===== src/lococ_pkg.sv =====
// Shared types and status codes for the lock order cycle checker.
package lococ_pkg;

    typedef struct packed {
        logic       kind;
        logic [4:0] lock_id;
    } lococ_in_t;

    typedef struct packed {
        logic [2:0] status;
        logic [4:0] cycle_from;
        logic [4:0] cycle_to;
        logic [4:0] held_depth;
    } lococ_out_t;

    localparam logic KIND_ACQUIRE = 1'b0;
    localparam logic KIND_RELEASE = 1'b1;

    localparam logic [2:0] ST_OK           = 3'd0;
    localparam logic [2:0] ST_NEW_EDGE     = 3'd1;
    localparam logic [2:0] ST_DEADLOCK     = 3'd2;
    localparam logic [2:0] ST_MULTI_UNLOCK = 3'd3;
    localparam logic [2:0] ST_BAD_UNLOCK   = 3'd4;
    localparam logic [2:0] ST_OVERFLOW     = 3'd5;
    localparam logic [2:0] ST_HALTED       = 3'd6;

endpackage


===== src/lococ_matrix.sv =====
// Lock order adjacency matrix: one row per lock, per-row valid bits cleared at reset.
module lococ_matrix import lococ_pkg::*; #(
    parameter int MAX_LOCKS = 32
) (
    input  logic                         aclk,
    input  logic                         aresetn,
    input  logic [$clog2(MAX_LOCKS)-1:0] rd_addr,
    output logic [MAX_LOCKS-1:0]         rd_row,
    input  logic                         wr_en,
    input  logic [$clog2(MAX_LOCKS)-1:0] wr_addr,
    input  logic [MAX_LOCKS-1:0]         wr_row
);

    logic [MAX_LOCKS-1:0] mem [MAX_LOCKS];
    logic [MAX_LOCKS-1:0] row_valid_reg;
    logic [MAX_LOCKS-1:0] rdata_reg;
    logic                 rvalid_reg;

    always_ff @(posedge aclk) begin
        if (wr_en) begin
            mem[wr_addr] <= wr_row;
        end
        rdata_reg <= mem[rd_addr];
    end

    always_ff @(posedge aclk) begin
        if (!aresetn) begin
            row_valid_reg <= '0;
            rvalid_reg    <= 1'b0;
        end else begin
            if (wr_en) begin
                row_valid_reg[wr_addr] <= 1'b1;
            end
            rvalid_reg <= row_valid_reg[rd_addr];
        end
    end

    // a row never written reads as no edges
    assign rd_row = rvalid_reg ? rdata_reg : '0;

endmodule


===== src/lock_order_cycle_checker_top.sv =====
// Lock order cycle checker: held-lock stack, order matrix and depth-first cycle search.
//
//   channel | direction | handshake          | payload
//   s_      | in        | s_valid / s_ready  | s_data (kind, lock_id)
//   m_      | out       | m_valid / m_ready  | m_data (status, cycle_from, cycle_to, held_depth)
//
// An acquire that meets a known edge just pushes its lock; one that adds a new edge starts a
// search that reads the matrix one row at a time through its single read port. One event is
// in flight at a time; a result waits in the output register.
// Reset is synchronous and clears the matrix row valid bits at once; no clearing pass.
module lock_order_cycle_checker_top import lococ_pkg::*; #(
    parameter int MAX_LOCKS   = 32,
    parameter int STACK_DEPTH = 16
) (
    input  logic       aclk,
    input  logic       aresetn,
    input  logic       s_valid,
    output logic       s_ready,
    input  lococ_in_t  s_data,
    output logic       m_valid,
    input  logic       m_ready,
    output lococ_out_t m_data
);

    localparam int LW  = $clog2(MAX_LOCKS);
    localparam int CW  = $clog2(MAX_LOCKS + 1);
    localparam int SW  = $clog2(STACK_DEPTH);
    localparam int HCW = $clog2(STACK_DEPTH + 1);

    localparam logic [2:0] S_IDLE = 3'd0;
    localparam logic [2:0] S_TOP  = 3'd1;
    localparam logic [2:0] S_EDGE = 3'd2;
    localparam logic [2:0] S_ROOT = 3'd3;
    localparam logic [2:0] S_SCAN = 3'd4;
    localparam logic [2:0] S_POP  = 3'd5;
    localparam logic [2:0] S_OUT  = 3'd6;

    typedef struct packed {
        logic [LW-1:0] node;
        logic [CW-1:0] cur;
    } walk_t;

    logic [2:0]           state_reg, state_next;
    logic                 kind_reg, kind_next;
    logic [4:0]           id_reg, id_next;
    logic [HCW-1:0]       held_count_reg, held_count_next;
    logic                 halted_reg, halted_next;
    logic [LW-1:0]        prev_reg, prev_next;
    logic [MAX_LOCKS-1:0] seen_reg, seen_next;
    logic [MAX_LOCKS-1:0] done_reg, done_next;
    logic [LW-1:0]        top_node_reg, top_node_next;
    logic [CW-1:0]        top_cur_reg, top_cur_next;
    logic [CW-1:0]        sp_reg, sp_next;
    lococ_out_t           res_reg, res_next;
    logic                 m_valid_reg, m_valid_next;
    lococ_out_t           m_data_reg, m_data_next;

    // held stack memory
    logic [4:0]    held_mem [STACK_DEPTH];
    logic [4:0]    hs_rdata_reg;
    logic [SW-1:0] hs_raddr;
    logic          hs_we;

    // walk stack memory
    walk_t         walk_mem [MAX_LOCKS];
    walk_t         walk_rdata_reg;
    logic [LW-1:0] walk_raddr;
    logic          walk_we;
    walk_t         walk_wdata;

    logic [LW-1:0]        mx_raddr;
    logic [MAX_LOCKS-1:0] mx_row;
    logic                 mx_we;
    logic [MAX_LOCKS-1:0] mx_wrow;

    logic [LW-1:0]        id_node;
    logic                 id_out_of_range;
    logic [HCW-1:0]       count_m1;
    logic [MAX_LOCKS-1:0] avail;
    logic                 t_found;
    logic [LW-1:0]        t_idx;
    logic                 r_found;
    logic [LW-1:0]        r_idx;

    lococ_matrix #(.MAX_LOCKS(MAX_LOCKS)) u_matrix (
        .aclk    (aclk),
        .aresetn (aresetn),
        .rd_addr (mx_raddr),
        .rd_row  (mx_row),
        .wr_en   (mx_we),
        .wr_addr (prev_reg),
        .wr_row  (mx_wrow)
    );

    assign id_node         = LW'(id_reg);
    assign id_out_of_range = (32'(id_reg) >= MAX_LOCKS);
    assign count_m1        = held_count_reg - HCW'(1);
    assign hs_raddr        = count_m1[SW-1:0];
    assign walk_raddr      = LW'(sp_reg - CW'(1));
    assign mx_wrow         = mx_row | (MAX_LOCKS'(1) << id_node);

    // neighbors at or above the cursor of the node on top of the walk
    always_comb begin
        for (int i = 0; i < MAX_LOCKS; i++) begin
            avail[i] = mx_row[i] && (CW'(i) >= top_cur_reg);
        end
    end

    always_comb begin
        t_found = 1'b0;
        t_idx   = '0;
        r_found = 1'b0;
        r_idx   = '0;
        for (int i = MAX_LOCKS - 1; i >= 0; i--) begin
            if (avail[i]) begin
                t_found = 1'b1;
                t_idx   = LW'(i);
            end
            if (!seen_reg[i]) begin
                r_found = 1'b1;
                r_idx   = LW'(i);
            end
        end
    end

    always_ff @(posedge aclk) begin
        if (hs_we) begin
            held_mem[held_count_reg[SW-1:0]] <= id_reg;
        end
        hs_rdata_reg <= held_mem[hs_raddr];
        if (walk_we) begin
            walk_mem[sp_reg[LW-1:0]] <= walk_wdata;
        end
        walk_rdata_reg <= walk_mem[walk_raddr];
    end

    always_comb begin
        state_next      = state_reg;
        kind_next       = kind_reg;
        id_next         = id_reg;
        held_count_next = held_count_reg;
        halted_next     = halted_reg;
        prev_next       = prev_reg;
        seen_next       = seen_reg;
        done_next       = done_reg;
        top_node_next   = top_node_reg;
        top_cur_next    = top_cur_reg;
        sp_next         = sp_reg;
        res_next        = res_reg;
        m_valid_next    = m_valid_reg;
        m_data_next     = m_data_reg;
        hs_we           = 1'b0;
        walk_we         = 1'b0;
        walk_wdata      = '{node: top_node_reg, cur: CW'(t_idx) + CW'(1)};
        mx_we           = 1'b0;
        mx_raddr        = top_node_reg;
        s_ready         = (state_reg == S_IDLE);

        if (m_valid_reg && m_ready) begin
            m_valid_next = 1'b0;
        end

        unique case (state_reg)
            S_IDLE: begin
                if (s_valid) begin
                    kind_next  = s_data.kind;
                    id_next    = s_data.lock_id;
                    state_next = S_TOP;
                end
            end
            S_TOP: begin
                res_next   = '{status: ST_OK, cycle_from: '0, cycle_to: '0,
                               held_depth: '0};
                prev_next  = LW'(hs_rdata_reg);
                mx_raddr   = LW'(hs_rdata_reg);
                state_next = S_OUT;
                priority if (halted_reg) begin
                    res_next.status = ST_HALTED;
                end else if (id_out_of_range) begin
                    res_next.status = ST_OK;
                end else if (kind_reg == KIND_RELEASE) begin
                    if (held_count_reg == '0) begin
                        res_next.status = ST_MULTI_UNLOCK;
                        halted_next     = 1'b1;
                    end else if (hs_rdata_reg != id_reg) begin
                        res_next.status = ST_BAD_UNLOCK;
                        halted_next     = 1'b1;
                    end else begin
                        held_count_next = count_m1;
                    end
                end else if (32'(held_count_reg) >= STACK_DEPTH) begin
                    res_next.status = ST_OVERFLOW;
                    halted_next     = 1'b1;
                end else if (held_count_reg == '0 || hs_rdata_reg == id_reg) begin
                    hs_we           = 1'b1;
                    held_count_next = held_count_reg + HCW'(1);
                end else begin
                    state_next = S_EDGE;
                end
            end
            S_EDGE: begin
                if (mx_row[id_node]) begin
                    hs_we           = 1'b1;
                    held_count_next = held_count_reg + HCW'(1);
                    state_next      = S_OUT;
                end else begin
                    mx_we      = 1'b1;
                    seen_next  = '0;
                    done_next  = '0;
                    state_next = S_ROOT;
                end
            end
            S_ROOT: begin
                mx_raddr = r_idx;
                if (r_found) begin
                    seen_next[r_idx] = 1'b1;
                    top_node_next    = r_idx;
                    top_cur_next     = '0;
                    sp_next          = '0;
                    state_next       = S_SCAN;
                end else begin
                    res_next.status = ST_NEW_EDGE;
                    hs_we           = 1'b1;
                    held_count_next = held_count_reg + HCW'(1);
                    state_next      = S_OUT;
                end
            end
            S_SCAN: begin
                if (!t_found) begin
                    done_next[top_node_reg] = 1'b1;
                    if (sp_reg == '0) begin
                        state_next = S_ROOT;
                    end else begin
                        sp_next    = sp_reg - CW'(1);
                        state_next = S_POP;
                    end
                end else if (!seen_reg[t_idx]) begin
                    walk_we          = 1'b1;
                    sp_next          = sp_reg + CW'(1);
                    seen_next[t_idx] = 1'b1;
                    top_node_next    = t_idx;
                    top_cur_next     = '0;
                    mx_raddr         = t_idx;
                end else if (!done_reg[t_idx]) begin
                    // target still on the walk: back edge
                    res_next.status     = ST_DEADLOCK;
                    res_next.cycle_from = 5'(top_node_reg);
                    res_next.cycle_to   = 5'(t_idx);
                    halted_next         = 1'b1;
                    state_next          = S_OUT;
                end else begin
                    top_cur_next = CW'(t_idx) + CW'(1);
                end
            end
            S_POP: begin
                top_node_next = walk_rdata_reg.node;
                top_cur_next  = walk_rdata_reg.cur;
                mx_raddr      = walk_rdata_reg.node;
                state_next    = S_SCAN;
            end
            S_OUT: begin
                if (!m_valid_reg || m_ready) begin
                    m_valid_next           = 1'b1;
                    m_data_next            = res_reg;
                    m_data_next.held_depth = 5'(held_count_reg);
                    state_next             = S_IDLE;
                end
            end
            default: begin
                state_next = S_IDLE;
            end
        endcase
    end

    always_ff @(posedge aclk) begin
        if (!aresetn) begin
            state_reg      <= S_IDLE;
            held_count_reg <= '0;
            halted_reg     <= 1'b0;
            m_valid_reg    <= 1'b0;
        end else begin
            state_reg      <= state_next;
            held_count_reg <= held_count_next;
            halted_reg     <= halted_next;
            m_valid_reg    <= m_valid_next;
        end
    end

    always_ff @(posedge aclk) begin
        kind_reg     <= kind_next;
        id_reg       <= id_next;
        prev_reg     <= prev_next;
        seen_reg     <= seen_next;
        done_reg     <= done_next;
        top_node_reg <= top_node_next;
        top_cur_reg  <= top_cur_next;
        sp_reg       <= sp_next;
        res_reg      <= res_next;
        m_data_reg   <= m_data_next;
    end

    assign m_valid = m_valid_reg;
    assign m_data  = m_data_reg;

endmodule


===== config.mk =====
export PLATFORM = sky130hd
export DESIGN_NAME = lock_order_cycle_checker_top
export DESIGN_NICKNAME = d
export VERILOG_FILES = /design/src/lococ_pkg.sv /design/src/lococ_matrix.sv /design/src/lock_order_cycle_checker_top.sv
export SDC_FILE = /design/constraint.sdc
export NUM_CORES = 2
export LEC_CHECK = 0
export BUFFER_PORTS_ARGS = -buffer_cell sky130_fd_sc_hd__buf_4
export CORE_AREA = 2 2 249 496
export DETAILED_ROUTE_END_ITERATION = 12
export DIE_AREA = 0 0 251 498
export HOLD_SLACK_MARGIN = 0.12
export PLACE_DENSITY = 0.75
export SYNTH_ARGS = -nofsm -noshare
export SYNTH_HDL_FRONTEND = slang
export SYNTH_SLANG_ARGS = --single-unit

===== constraint.sdc =====
create_clock -name aclk -period 7.05 [get_ports aclk]
set_clock_uncertainty 0.2 [all_clocks]
set_input_delay 0 -clock aclk [delete_from_list [all_inputs] [get_ports aclk]]
set_output_delay 0 -clock aclk [all_outputs]
set_load 0.01 [all_outputs]

==> metrics <==
Placed Cells=5743; CTS max path bufs=3; top cells by area, synth=edfxtp_1 (69%), mux2i_1 (8.2%), mux4_2 (4.9%); max reg flops=1024; largest net degree at the start of global routing=75; M2 GR Usage=52.69%; cell with the most instances after synthesis=edfxtp_1; CP Class=reg -> reg; CTS sink count=1670; clk_lat worst skew=0.78 ns; crit-path cells=buf_4 > or3b_2 > nor3_1 > o21ai_0 > nand4_1 > o21ai_0 > a21o_1 > o31a_1 > a22oi_4 > nand4_1 > a2bb2oi_1 > a211oi_4 > buf_12 > mux2i_1 > o22ai_1 > a311oi_1 > nor4_1; endpoints failing setup=0; fin cells=6012; CTS Buf Count=135; first-pass GRT wire length=266.5 mm; share of post-route cells with drive strength above 1=15.89%; post-route ant nets=0; GR met3 Demand/Resource=4.812%; total track usage=29.52%; Synth Flop Type=edfxtp_1; FF+latch count, synth=1670; Final WS setup=0.6441 ns; cell taking the most area after synthesis=edfxtp_1; Final Hold Fails=0; Design Area, Final=0.07630 mm²; core box area=0.1214 mm²; Residual DRC=0; RSZ-0062 raised after global routing=no; dpl ws=0.7661 ns; Mapped Nets=4245; PwrDens=497.5 mW/mm²; Initial Utilization=56.52%; area of the multi-input gates=0.01841 mm²; worst vdd ir=0.4820 mV; Area after DPL=0.07164 mm²; final WL=183.9 mm; DR vias=39.59k; FF/Latch Area=0.04924 mm²; total negative slack=0 ns; post-synthesis sequential area ratio=71.77%; Die ar.=0.1250 mm²; io pins=30; Vias per Instance=6.584; post_cts resized=0; average wire per standard cell=30.59 µm; CTS root buffer=clkbuf_16; Max Cap Violations=0; antenna violations before repair=3; Layout Utilization=62.86%; post-layout minimum cycle time=6.406 ns; Leak=25.94 nW; Die Span Y=498 µm; average cell area after synthesis=16.24 µm²; port bufs=29; met1 GRT Util=31.38%; via count of the first global-routing pass=40.46k; outcome=complete, no violations; Critical path buffers and inverters=2; gpl congestion=0.9576; Slew HR=15.98%; ratio of final minimum period to clock period=90.86%; drt initial violations=3952; CP top delay family=compound AO/OA/AOI/OAI gates; fillers=8352; most common library cells after synthesis=edfxtp_1 (1579), mux2i_1 (561), nand2_1 (286); CTS tree=built; max-slew violation count=0; share of the synthesized area in the top cell type=69.12%; Hold Crit Class=reg -> reg; Slowest-stage cell, CP=a211oi_4; Area Growth Syn to Fin=11.22%; CTS H-tree depth=4; Die X-Extent=251 µm; Post-synth EDFFs=1579; row count=181; crit end category=flip-flop; clk slew on worst S/H paths=0.07 ns; Congestion Overflow GR=0; DR pass1 iterations=6; Worst EP required=7.46 ns; HPWL after DPL=113.6 mm; async set or reset register ratio after synthesis=0%; Yosys Warn Count=0; GRT Max-Usage Layer=met2; Post-Syn Area=0.06860 mm²; CP max stage delay=0.64 ns; Nets=4367; Peak Freq=156.1 MHz; post-synthesis cell count=4223; Top reg by flops=u_matrix.mem; worst path arrival time=6.82 ns; critical path fanouts, max=63; CP Launch Type=flip-flop; Synth cell types=85; Slew @ Worst Pin=1.247 ns
[metrics by stage]
step | total power (W) | hold WS (ns)
2_1_floorplan | 0.02468 | -0.1011
3_3_place_gp | 0.02993 | -0.02101
3_5_place_dp | 0.03024 | -0.02052
4_1_cts | 0.03781 | 0.2164
5_1_grt | 0.03922 | 0.2242
6_report | 0.03796 | 0.2174
[kinds of logic after synthesis]
group	synth area share, %
buffers and inverters	2.035
adder cells (fa/ha/maj)	0.2189
AO/OA/AOI/OAI	5.891
AND/OR/NAND/NOR	6.031
multiplexers	13.78
XOR/XNOR	0.2681
flip-flops	71.77
[layer usage]
layer / vias up / wire (µm)
met5: - / 26
li1: 16845 / -
met1: 20036 / 58990
met4: 4 / 15710
met2: 2030 / 96310
met3: 671 / 12870
[path summary, 6_finish.rpt]
| kind | startpoint | slack (ns) | to | cells after the start |
|---|---|---|---|---|
| worst min register to register | res_reg[12]$_SDFFCE_PN0P_ | 0.22 | m_data[12]$_DFFE_PP_ | 0 |
| worst max register to register | u_matrix.rvalid_reg$_SDFF_PN0_ | 0.64 | u_matrix.rdata_reg[11]$_DFF_P_ | 17 |
| worst min-delay path | res_reg[12]$_SDFFCE_PN0P_ | 0.22 | m_data[12]$_DFFE_PP_ | 0 |
| worst max-delay path | u_matrix.rvalid_reg$_SDFF_PN0_ | 0.64 | u_matrix.rdata_reg[11]$_DFF_P_ | 17 |
[cell type report]
class,count,share of cell area (%)
sequential,1670,64.53
clock inverter,58,0.7100
inverter,37,0.1820
timing repair buffer,236,2.781
antenna,1,0.003280
multi-input combinational,2265,24.12
clock buffer,190,5.119
tap,1555,2.550
[power breakdown]
part	switching [W]	total (W)	internal [W]
registers	0.000868	0.0132	0.0123
logic	0.0105	0.0172	0.00663
clock network	0.00346	0.00762	0.00416
total	0.0149	0.0380	0.0231
[layout by cell type, fill, tap and decap left out, types with 12 or more instances in the layout]
cell           Yosys  final
mux4_2           148    148
and3_1            12     12
nand4_1           19     19
clkinv_1           0     14
o211ai_1          17     17
edfxtp_1        1579   1579
mux2i_1          561    561
dlygate4sd3_1      0     20
or3_1             13     12
a31oi_1           24     24
a21oi_1           89     89
inv_1             37     37
nand2_1          286    281
nand2b_1          27     26
clkbuf_8           0     13
nor2_4             0     33
o21ai_2            0     12
and2_1            23     23
buf_12             0     24
o22ai_1          101    101
mux2_2            45     45
clkinv_2           0     19
o21ai_0           75     59
a311oi_1          32     32
a22oi_1           38     38
a22o_1            20     19
nor2_1           284    248
buf_4             49    192
nand3_1          101    101
dfxtp_1           91     91
clkbuf_16          0    144
clkbuf_1         107     33
nor3_1            27     26
nor2b_1           24     24
o2bb2ai_1         34     34
a221oi_1          27     27
a211oi_1          40     39
nor4_1            39     38
[timing repair]
action,CTS,global route
setup buffers,0,0
hold buffers,20,0
endpoints found under the setup margin,0,0
endpoints found under the hold margin,73,0
No activity file was read; power rests on OpenSTA's default activity.
